## src/hdl/fcgirr_pkg.sv

```systemverilog
package fcgirr_pkg;

    // request codes on the slave-side tuser
    localparam logic [1:0] OP_DATA  = 2'd0;
    localparam logic [1:0] OP_CLOSE = 2'd1;
    localparam logic [1:0] OP_START = 2'd2;

    // result kinds on the master-side tuser
    localparam logic [1:0] KIND_BYTE  = 2'd0;
    localparam logic [1:0] KIND_END   = 2'd1;
    localparam logic [1:0] KIND_ERROR = 2'd2;

    // deframer phases
    localparam logic [1:0] PH_HEADER  = 2'd0;
    localparam logic [1:0] PH_CONTENT = 2'd1;
    localparam logic [1:0] PH_PADDING = 2'd2;
    localparam logic [1:0] PH_STOPPED = 2'd3;

    // record types
    localparam logic [7:0] TYPE_STDOUT      = 8'd6;
    localparam logic [7:0] TYPE_END_REQUEST = 8'd3;

    localparam int unsigned HDR_BYTES = 8;
    localparam logic [2:0]  HDR_LAST  = 3'd7;

    // configuration registers
    localparam logic       CFG_MAX_TOTAL  = 1'b0;
    localparam logic       CFG_MAX_RECORD = 1'b1;
    localparam int unsigned CNT_W = 27;
    localparam int unsigned TALLY_W = 17;
    localparam logic [CNT_W-1:0]   MAX_TOTAL_RST  = 27'd67108864;
    localparam logic [TALLY_W-1:0] MAX_RECORD_RST = 17'd100000;

    typedef struct packed {
        logic [1:0] op;
        logic [7:0] data;
    } t_item;

    typedef struct packed {
        logic       valid;
        logic [1:0] kind;
        logic [7:0] data;
    } t_result;

endpackage

```

## src/hdl/fcgirr_in_reg.sv

```systemverilog
module fcgirr_in_reg
    import fcgirr_pkg::*;
(
    input  logic       i_clk,
    input  logic       i_rst_n,
    input  logic       i_valid,
    output logic       o_ready,
    input  t_item      i_item,
    input  logic       i_take,
    output logic       o_valid,
    output t_item      o_item
);

    logic  r_valid;
    t_item r_item;

    // stage is free when empty or drained this cycle
    assign o_ready = !r_valid || i_take;

    always_ff @(posedge i_clk) begin
        if (!i_rst_n) begin
            r_valid <= 1'b0;
        end else if (o_ready) begin
            r_valid <= i_valid;
        end
    end

    always_ff @(posedge i_clk) begin
        if (o_ready && i_valid) begin
            r_item <= i_item;
        end
    end

    assign o_valid = r_valid;
    assign o_item  = r_item;

endmodule

```

## src/hdl/fcgirr_deframe.sv

```systemverilog
module fcgirr_deframe
    import fcgirr_pkg::*;
(
    input  logic               i_clk,
    input  logic               i_rst_n,
    input  logic               i_cfg_we,
    input  logic               i_cfg_idx,
    input  logic [CNT_W-1:0]   i_cfg_data,
    input  logic               i_step,
    input  t_item              i_item,
    output t_result            o_result
);

    logic [CNT_W-1:0]   r_max_total;
    logic [TALLY_W-1:0] r_max_record;

    logic [1:0]         r_phase,   n_phase;
    logic [2:0]         r_pos,     n_pos;
    logic [7:0]         r_type,    n_type;
    logic [15:0]        r_content, n_content;
    logic [7:0]         r_pad,     n_pad;
    logic [CNT_W-1:0]   r_total,   n_total;
    logic [CNT_W-1:0]   r_stdout,  n_stdout;
    logic [TALLY_W-1:0] r_tally,   n_tally;
    logic               r_skip,    n_skip;

    t_result            res;
    logic               do_complete;
    logic               do_fail;
    logic [15:0]        content_dec;
    logic [7:0]         pad_dec;
    logic [17:0]        rec_len;

    // configuration registers
    always_ff @(posedge i_clk) begin
        if (!i_rst_n) begin
            r_max_total  <= MAX_TOTAL_RST;
            r_max_record <= MAX_RECORD_RST;
        end else if (i_cfg_we) begin
            case (i_cfg_idx)
                CFG_MAX_TOTAL:  r_max_total  <= i_cfg_data;
                CFG_MAX_RECORD: r_max_record <= i_cfg_data[TALLY_W-1:0];
                default: ;
            endcase
        end
    end

    assign content_dec = (r_content != 16'd0) ? r_content - 16'd1 : 16'd0;
    assign pad_dec     = (r_pad != 8'd0) ? r_pad - 8'd1 : 8'd0;
    assign rec_len     = 18'(HDR_BYTES) + {2'b00, r_content} + {10'd0, r_pad};

    // one request step of deframing (data byte, close or start)
    always_comb begin
        n_phase     = r_phase;
        n_pos       = r_pos;
        n_type      = r_type;
        n_content   = r_content;
        n_pad       = r_pad;
        n_total     = r_total;
        n_stdout    = r_stdout;
        n_tally     = r_tally;
        n_skip      = r_skip;
        res         = '0;
        do_complete = 1'b0;
        do_fail     = 1'b0;

        if (i_item.op == OP_START) begin
            n_phase   = PH_HEADER;
            n_pos     = 3'd0;
            n_type    = 8'd0;
            n_content = 16'd0;
            n_pad     = 8'd0;
            n_total   = '0;
            n_stdout  = '0;
            n_tally   = '0;
            n_skip    = 1'b0;
        end else if (i_item.op == OP_CLOSE && r_phase != PH_STOPPED) begin
            do_fail = 1'b1;
        end else if (i_item.op == OP_DATA && r_phase != PH_STOPPED) begin
            if (r_total >= r_max_total) begin
                do_fail = 1'b1;
            end else begin
                n_total = r_total + 1'b1;
                case (r_phase)
                    PH_HEADER: begin
                        case (r_pos)
                            3'd1: n_type = i_item.data;
                            3'd4: n_content = {i_item.data, r_content[7:0]};
                            3'd5: n_content = {r_content[15:8], i_item.data};
                            3'd6: n_pad = i_item.data;
                            default: ;
                        endcase
                        if (r_pos == HDR_LAST) begin
                            // header done: nothing was loaded this byte
                            n_pos = 3'd0;
                            if (r_type == TYPE_STDOUT && r_content == 16'd0) begin
                                // empty stdout record: uncounted, padding skipped
                                if (r_pad == 8'd0) begin
                                    n_phase = PH_HEADER;
                                end else begin
                                    n_skip  = 1'b1;
                                    n_phase = PH_PADDING;
                                end
                            end else if ({9'd0, rec_len} > r_max_total) begin
                                do_fail = 1'b1;
                            end else if (r_content != 16'd0) begin
                                n_phase = PH_CONTENT;
                            end else if (r_pad != 8'd0) begin
                                n_phase = PH_PADDING;
                            end else begin
                                do_complete = 1'b1;
                            end
                        end else begin
                            n_pos = r_pos + 3'd1;
                        end
                    end
                    PH_CONTENT: begin
                        if (r_type == TYPE_STDOUT && r_stdout >= r_max_total) begin
                            do_fail = 1'b1;
                        end else begin
                            if (r_type == TYPE_STDOUT) begin
                                n_stdout = r_stdout + 1'b1;
                                res = '{valid: 1'b1, kind: KIND_BYTE, data: i_item.data};
                            end
                            n_content = content_dec;
                            if (content_dec == 16'd0) begin
                                if (r_pad != 8'd0) begin
                                    n_phase = PH_PADDING;
                                end else begin
                                    do_complete = 1'b1;
                                end
                            end
                        end
                    end
                    default: begin
                        n_pad = pad_dec;
                        if (pad_dec == 8'd0) begin
                            if (r_skip) begin
                                n_skip  = 1'b0;
                                n_phase = PH_HEADER;
                            end else begin
                                do_complete = 1'b1;
                            end
                        end
                    end
                endcase
            end
        end

        // record completion: count it, or fail at the record limit; an end-request record reports end of request
        if (do_complete) begin
            if (r_tally >= r_max_record) begin
                do_fail = 1'b1;
            end else begin
                n_tally = r_tally + 1'b1;
                if (r_type == TYPE_END_REQUEST) begin
                    n_phase = PH_STOPPED;
                    res = '{valid: 1'b1, kind: KIND_END, data: 8'd0};
                end else begin
                    n_phase = PH_HEADER;
                end
            end
        end

        // error replaces any other result and stops the block
        if (do_fail) begin
            n_phase = PH_STOPPED;
            res = '{valid: 1'b1, kind: KIND_ERROR, data: 8'd0};
        end
    end

    always_ff @(posedge i_clk) begin
        if (!i_rst_n) begin
            r_phase   <= PH_HEADER;
            r_pos     <= 3'd0;
            r_type    <= 8'd0;
            r_content <= 16'd0;
            r_pad     <= 8'd0;
            r_total   <= '0;
            r_stdout  <= '0;
            r_tally   <= '0;
            r_skip    <= 1'b0;
        end else if (i_step) begin
            r_phase   <= n_phase;
            r_pos     <= n_pos;
            r_type    <= n_type;
            r_content <= n_content;
            r_pad     <= n_pad;
            r_total   <= n_total;
            r_stdout  <= n_stdout;
            r_tally   <= n_tally;
            r_skip    <= n_skip;
        end
    end

    assign o_result = res;

endmodule

```

## src/hdl/fcgirr_out_reg.sv

```systemverilog
module fcgirr_out_reg
    import fcgirr_pkg::*;
(
    input  logic       i_clk,
    input  logic       i_rst_n,
    input  logic       i_load,
    input  t_result    i_result,
    input  logic       i_ready,
    output logic       o_valid,
    output logic [1:0] o_kind,
    output logic [7:0] o_data
);

    logic       r_valid;
    logic [1:0] r_kind;
    logic [7:0] r_data;

    // load only when empty or the held result is being taken
    always_ff @(posedge i_clk) begin
        if (!i_rst_n) begin
            r_valid <= 1'b0;
        end else if (i_load) begin
            r_valid <= i_result.valid;
        end else if (i_ready) begin
            r_valid <= 1'b0;
        end
    end

    always_ff @(posedge i_clk) begin
        if (i_load && i_result.valid) begin
            r_kind <= i_result.kind;
            r_data <= i_result.data;
        end
    end

    assign o_valid = r_valid;
    assign o_kind  = r_kind;
    assign o_data  = r_data;

endmodule

```

## src/hdl/fastcgi_record_receiver_core.sv

```systemverilog
// FastCGI upstream record deframer.
// Slave-side stream: one upstream request per beat; tdata is the byte,
// tuser the request code (data byte, upstream closed, start new request).
// Master-side stream: at most one result per request; tuser gives the
// kind (stdout payload byte, end of request, upstream error), tdata the
// payload byte or zero.
// Configuration: i_cfg_we with i_cfg_idx 0 writes max_total_bytes, index 1
// writes max_record_count; write only while no request is in flight.
// An accepted request is held in the input register, and its result is
// loaded into the result register (input register, then result register).
// Throughput: one request per cycle unless the master side stalls; the whole
// record step is one pass of logic between the input and result registers.
// Reset clears the deframer state and loads the default limits; both
// streams come up empty. When the master side stalls, the result register
// holds, the input register fills, and s_axis_tready drops until the
// pending result is taken.
module fastcgi_record_receiver_core
    import fcgirr_pkg::*;
(
    input  logic        i_clk,
    input  logic        i_rst_n,
    input  logic        i_cfg_we,
    input  logic        i_cfg_idx,
    input  logic [26:0] i_cfg_data,
    input  logic        s_axis_tvalid,
    output logic        s_axis_tready,
    input  logic [7:0]  s_axis_tdata,   // [7:0] in_byte
    input  logic [1:0]  s_axis_tuser,   // [1:0] op
    output logic        m_axis_tvalid,
    input  logic        m_axis_tready,
    output logic [7:0]  m_axis_tdata,   // [7:0] out_byte
    output logic [1:0]  m_axis_tuser    // [1:0] out_kind
);

    t_item   in_item;
    t_item   held_item;
    logic    held_valid;
    logic    step;
    t_result step_result;

    assign in_item = '{op: s_axis_tuser, data: s_axis_tdata};

    // a held request is processed when the result register can take it
    assign step = held_valid && (!m_axis_tvalid || m_axis_tready);

    fcgirr_in_reg u_in (
        .i_clk   (i_clk),
        .i_rst_n (i_rst_n),
        .i_valid (s_axis_tvalid),
        .o_ready (s_axis_tready),
        .i_item  (in_item),
        .i_take  (step),
        .o_valid (held_valid),
        .o_item  (held_item)
    );

    fcgirr_deframe u_deframe (
        .i_clk      (i_clk),
        .i_rst_n    (i_rst_n),
        .i_cfg_we   (i_cfg_we),
        .i_cfg_idx  (i_cfg_idx),
        .i_cfg_data (i_cfg_data),
        .i_step     (step),
        .i_item     (held_item),
        .o_result   (step_result)
    );

    fcgirr_out_reg u_out (
        .i_clk    (i_clk),
        .i_rst_n  (i_rst_n),
        .i_load   (step),
        .i_result (step_result),
        .i_ready  (m_axis_tready),
        .o_valid  (m_axis_tvalid),
        .o_kind   (m_axis_tuser),
        .o_data   (m_axis_tdata)
    );

endmodule

```

## config.mk

```make
export PLATFORM = sky130hd
export DESIGN_NAME = fastcgi_record_receiver_core
export DESIGN_NICKNAME = d
export VERILOG_FILES = /design/src/hdl/fcgirr_pkg.sv /design/src/hdl/fcgirr_in_reg.sv /design/src/hdl/fcgirr_deframe.sv /design/src/hdl/fcgirr_out_reg.sv /design/src/hdl/fastcgi_record_receiver_core.sv
export SDC_FILE = /design/constraint.sdc
export NUM_CORES = 1
export LEC_CHECK = 0
export BUFFER_PORTS_ARGS = -buffer_cell sky130_fd_sc_hd__buf_2
export CAP_MARGIN = 40
export CORE_MARGIN = 4
export CORE_UTILIZATION = 30
export DETAILED_ROUTE_END_ITERATION = 8
export PLACE_DENSITY = 0.58
export SYNTH_ARGS = -nofsm -noshare
export SYNTH_HDL_FRONTEND = slang
export SYNTH_HIERARCHICAL = 1
export SYNTH_SLANG_ARGS = --single-unit
```

## constraint.sdc

```tcl
create_clock -name i_clk -period 5.05 [get_ports i_clk]
set_clock_uncertainty 0.15 [all_clocks]
set_input_delay 0.2525 -clock i_clk [delete_from_list [all_inputs] [get_ports i_clk]]
set_output_delay 0.2525 -clock i_clk [all_outputs]
set_load 0.1 [all_outputs]
```

==> results.md <==
* Status: complete, no violations
* Clk buf depth at 2
* Async S/R FF share, synth at 0
* # DRC at 0
* Post-synth EDFFs at 20
* CTS tree: yes
* Max IR drop VDD at 231 uV
* Tmin final at 4.84 ns
* Clock-pin transition on the worst setup and hold timing paths at 0.07 ns
* Share of the synthesized area in the top cell type at 0.276
* # fillers at 3815
* Root Buffer: clkbuf_16
* Pins over their slew limit at 0
* Most common cell in the netlist: nand2_1
* Mapped Avg Cell Area at 8.18 um2
* CP endpoint kind: flop
* 1st-pass router iterations at 5
* Inserted Clock Buffers at 17
* Share of cells above drive strength 1 at 0.133
* IO buf count at 54
* Synth Instances at 1377
* Synth Area in Compound Gates at 0.174
* Total track usage at 0.158
* Most frequent cells after synthesis: 186 x nand2_1, 155 x dfxtp_1, 116 x ha_1
* Endpoints failing setup at 0
* Crit path launch type: flop
* Vias in the first global route at 9935
* Antenna Nets Post-Route at 0
* # rows at 70
* Post-synthesis mux area share at 0.00278
* Fin. Hold Viols at 0
* Class of the worst hold path: input port to flop
* Post-Syn Nets at 1537
* Non-Filler Instances at 1959
* WP buf/inv at 1
* Die width at 202 um
* Max frequency at 207 MHz
* Power density over the cells at 249 nW/um2
* Post-synth top area cell: dfxtp_1
* Number of max-cap violations at 0
* Setup_tns at 0 ns
* Cell family with most CP delay: compound AO/OA/AOI/OAI gates
* P_leak at 0.00530 uW
* Initial antenna violation count at 0
* Post-synthesis sequential area ratio at 0.329
* Final Wtd Congestion at 0.885
* Core ar. at 36800 um2
* Netlist cell types at 88
* Overflow after GRT at 0
* Adder-cell share of the synthesized area at 0.131
* Area of the die at 40700 um2
* Unrepaired setup endpoints after global routing: true
* Synth warn at 6
* Largest net degree at the start of global routing at 59
* Hpwl dp at 23900 um
* Main synth FF type: dfxtp_1
* Crit path kind: flop to flop
* Final net count at 1638
* Xor-xnor portion of the synthesized cell area at 0.0490
* Clock H-tree levels at 4
* Initial Utilization at 0.306
* Ranking of synthesized cells by area: dfxtp_1 28%, ha_1 13%, nand2_1 6.2%, edfxtp_1 5.3%, nand3_1 3.9%
* Slowest CP cell: fa_2
* Post-layout util at 0.363
* First-pass GRT wire length at 52900 um
* CP Cell Sequence: ha_4, ha_4, inv_2, fa_2, nor2b_1, o21ai_1, a21boi_1, o21ai_1, a21boi_1, o21a_1, o21ai_2, nor2_1, xnor2_1, ha_1, nand4_1, nor4_2, o221ai_1, a21boi_2, o21ai_2, a31o_2, a31oi_1, nand2_1, and2_4, o21a_1
* Critical path arrival at 5.03 ns
* DR vias/cell at 5.30
* Worst Max-Slew Pin Slew at 0.718 ns
* Layout Area Growth over Synthesis at 18.7%
* Cell Area, Synth at 11300 um2
* Die Y-Extent at 202 um
* Worst path max stage delay at 0.35 ns
* Slew HR at 0.517
* Via count at 10400
* CP max FO at 11
* Area used by multi-input combinational logic at 7060 um2
* Yosys reg bits at 175
* Tcrit/Tclk final at 0.958
* Sink Count at 175
* Final wirelength at 32200 um
* Worst Path Required at 5.24 ns
* Antenna diodes at 0
* Ports at 55
* Placed insts at 1879
* Initial DRC count at 785
* Clk Latency, worst-skew pair at 0.45 ns
* Storage element area at 3710 um2
* Simple-gate share of the synthesized area at 0.260
* Largest family of logic cells by synthesized area: simple AND/OR/NAND/NOR gates
* WL/cell at 16.4 um
[where the power goes]
part | total [uW] | leakage [uW] | internal [uW] | switching [uW]
Clock | 1310 | 0.000280 | 702 | 606
Sequential | 1480 | 0.00144 | 1440 | 34.9
Combinational | 549 | 0.00358 | 214 | 335
[state kept, by name, summed over array words and instances (netlist names), 10 cells and up]
register / cells
u_deframe/r_stdout: 27
u_in/o_item: 10
u_deframe/r_max_record: 17
u_deframe/r_total: 27
u_deframe/r_max_total: 27
u_deframe/r_tally: 17
u_deframe/r_content: 16
[layer usage]
metal	wire length (um)	track usage
met1	15100	0.214
met2	15000	0.258
met3	1420	0.0279
met4	695	0.0479
met5	0	0
[logic make-up after synthesis]
| kind of cell | count (synthesis) |
|---|---|
| AND/OR/NAND/NOR | 579 |
| AO/OA/AOI/OAI | 288 |
| XOR/XNOR | 63 |
| adder cells (fa/ha/maj) | 117 |
| flip-flops | 175 |
| multiplexers | 3 |
| buffers and inverters | 152 |
[placed cells by master, fill, tap and decap left out, types with 7 or more instances in the layout]
cell / count
a21boi_0: 41
a21boi_1: 8
a21oi_1: 42
a31oi_1: 9
and2_1: 9
and3_1: 30
and4_1: 10
buf_2: 54
buf_4: 46
clkbuf_16: 17
dfxtp_1: 152
dlygate4sd3_1: 39
edfxtp_1: 20
ha_1: 113
inv_1: 86
nand2_1: 185
nand2b_1: 8
nand3_1: 88
nand4_1: 37
nor2_1: 91
nor2b_1: 9
nor3_1: 36
nor4_1: 20
o211a_1: 7
o211ai_1: 19
o21ai_0: 58
o21ai_1: 19
o21ai_2: 12
o22ai_1: 7
or3_1: 11
xnor2_1: 40
xor2_1: 23
[layout make-up]
type | instances | share of cell area
tap | 468 | 0.0438
clock buffer | 19 | 0.0332
inverter | 87 | 0.0244
multi-input combinational | 1050 | 0.528
sequential | 175 | 0.278
clock inverter | 13 | 0.00937
timing repair buffer | 147 | 0.0833
[worst min-delay path, delay by kind of cell]
family	cells	cell delay, ns
and+or+nand+nor	2	0.19
buffers and inverters	1	0.12
AOI/OAI and AO/OA	1	0.06
[stage by stage]
stage                     setup slack (ns)  total power, uW  area (um2)  hold WS [ns]
after global routing               -0.0718             3480       13400         0.105
after global placement              -0.176             2000       12100         0.281
after CTS                           0.0319             3350       13200        0.0481
after detailed placement            -0.303             2010       12200         0.281
after floorplan                     0.0112             1850       11300         0.201
final                                0.211             3330       13400        0.0777
[final timing paths]
| kind | slack (ns) | cells past startpoint | end | start |
|---|---|---|---|---|
| setup / recovery | 0.21 | 24 | u_out/o_valid | u_deframe/r_pad[1] |
| hold reg to reg | 0.32 | 2 | u_deframe/r_max_total[2] | u_deframe/r_max_total[2] |
| setup reg to reg | 0.21 | 24 | u_out/o_valid | u_deframe/r_pad[1] |
| hold / removal | 0.08 | 4 | u_deframe/r_max_total[10] | i_cfg_idx |
[repair_timing]
action / in CTS / in global routing
resized for setup: 6 / 34
pin swaps: 2 / 25
setup endpoints to repair: 40 / 40
setup buffers: 2 / 7
endpoints found under the hold margin: 56 / 0
hold buffers: 39 / 0
No activity file was read; power rests on OpenSTA's default activity.
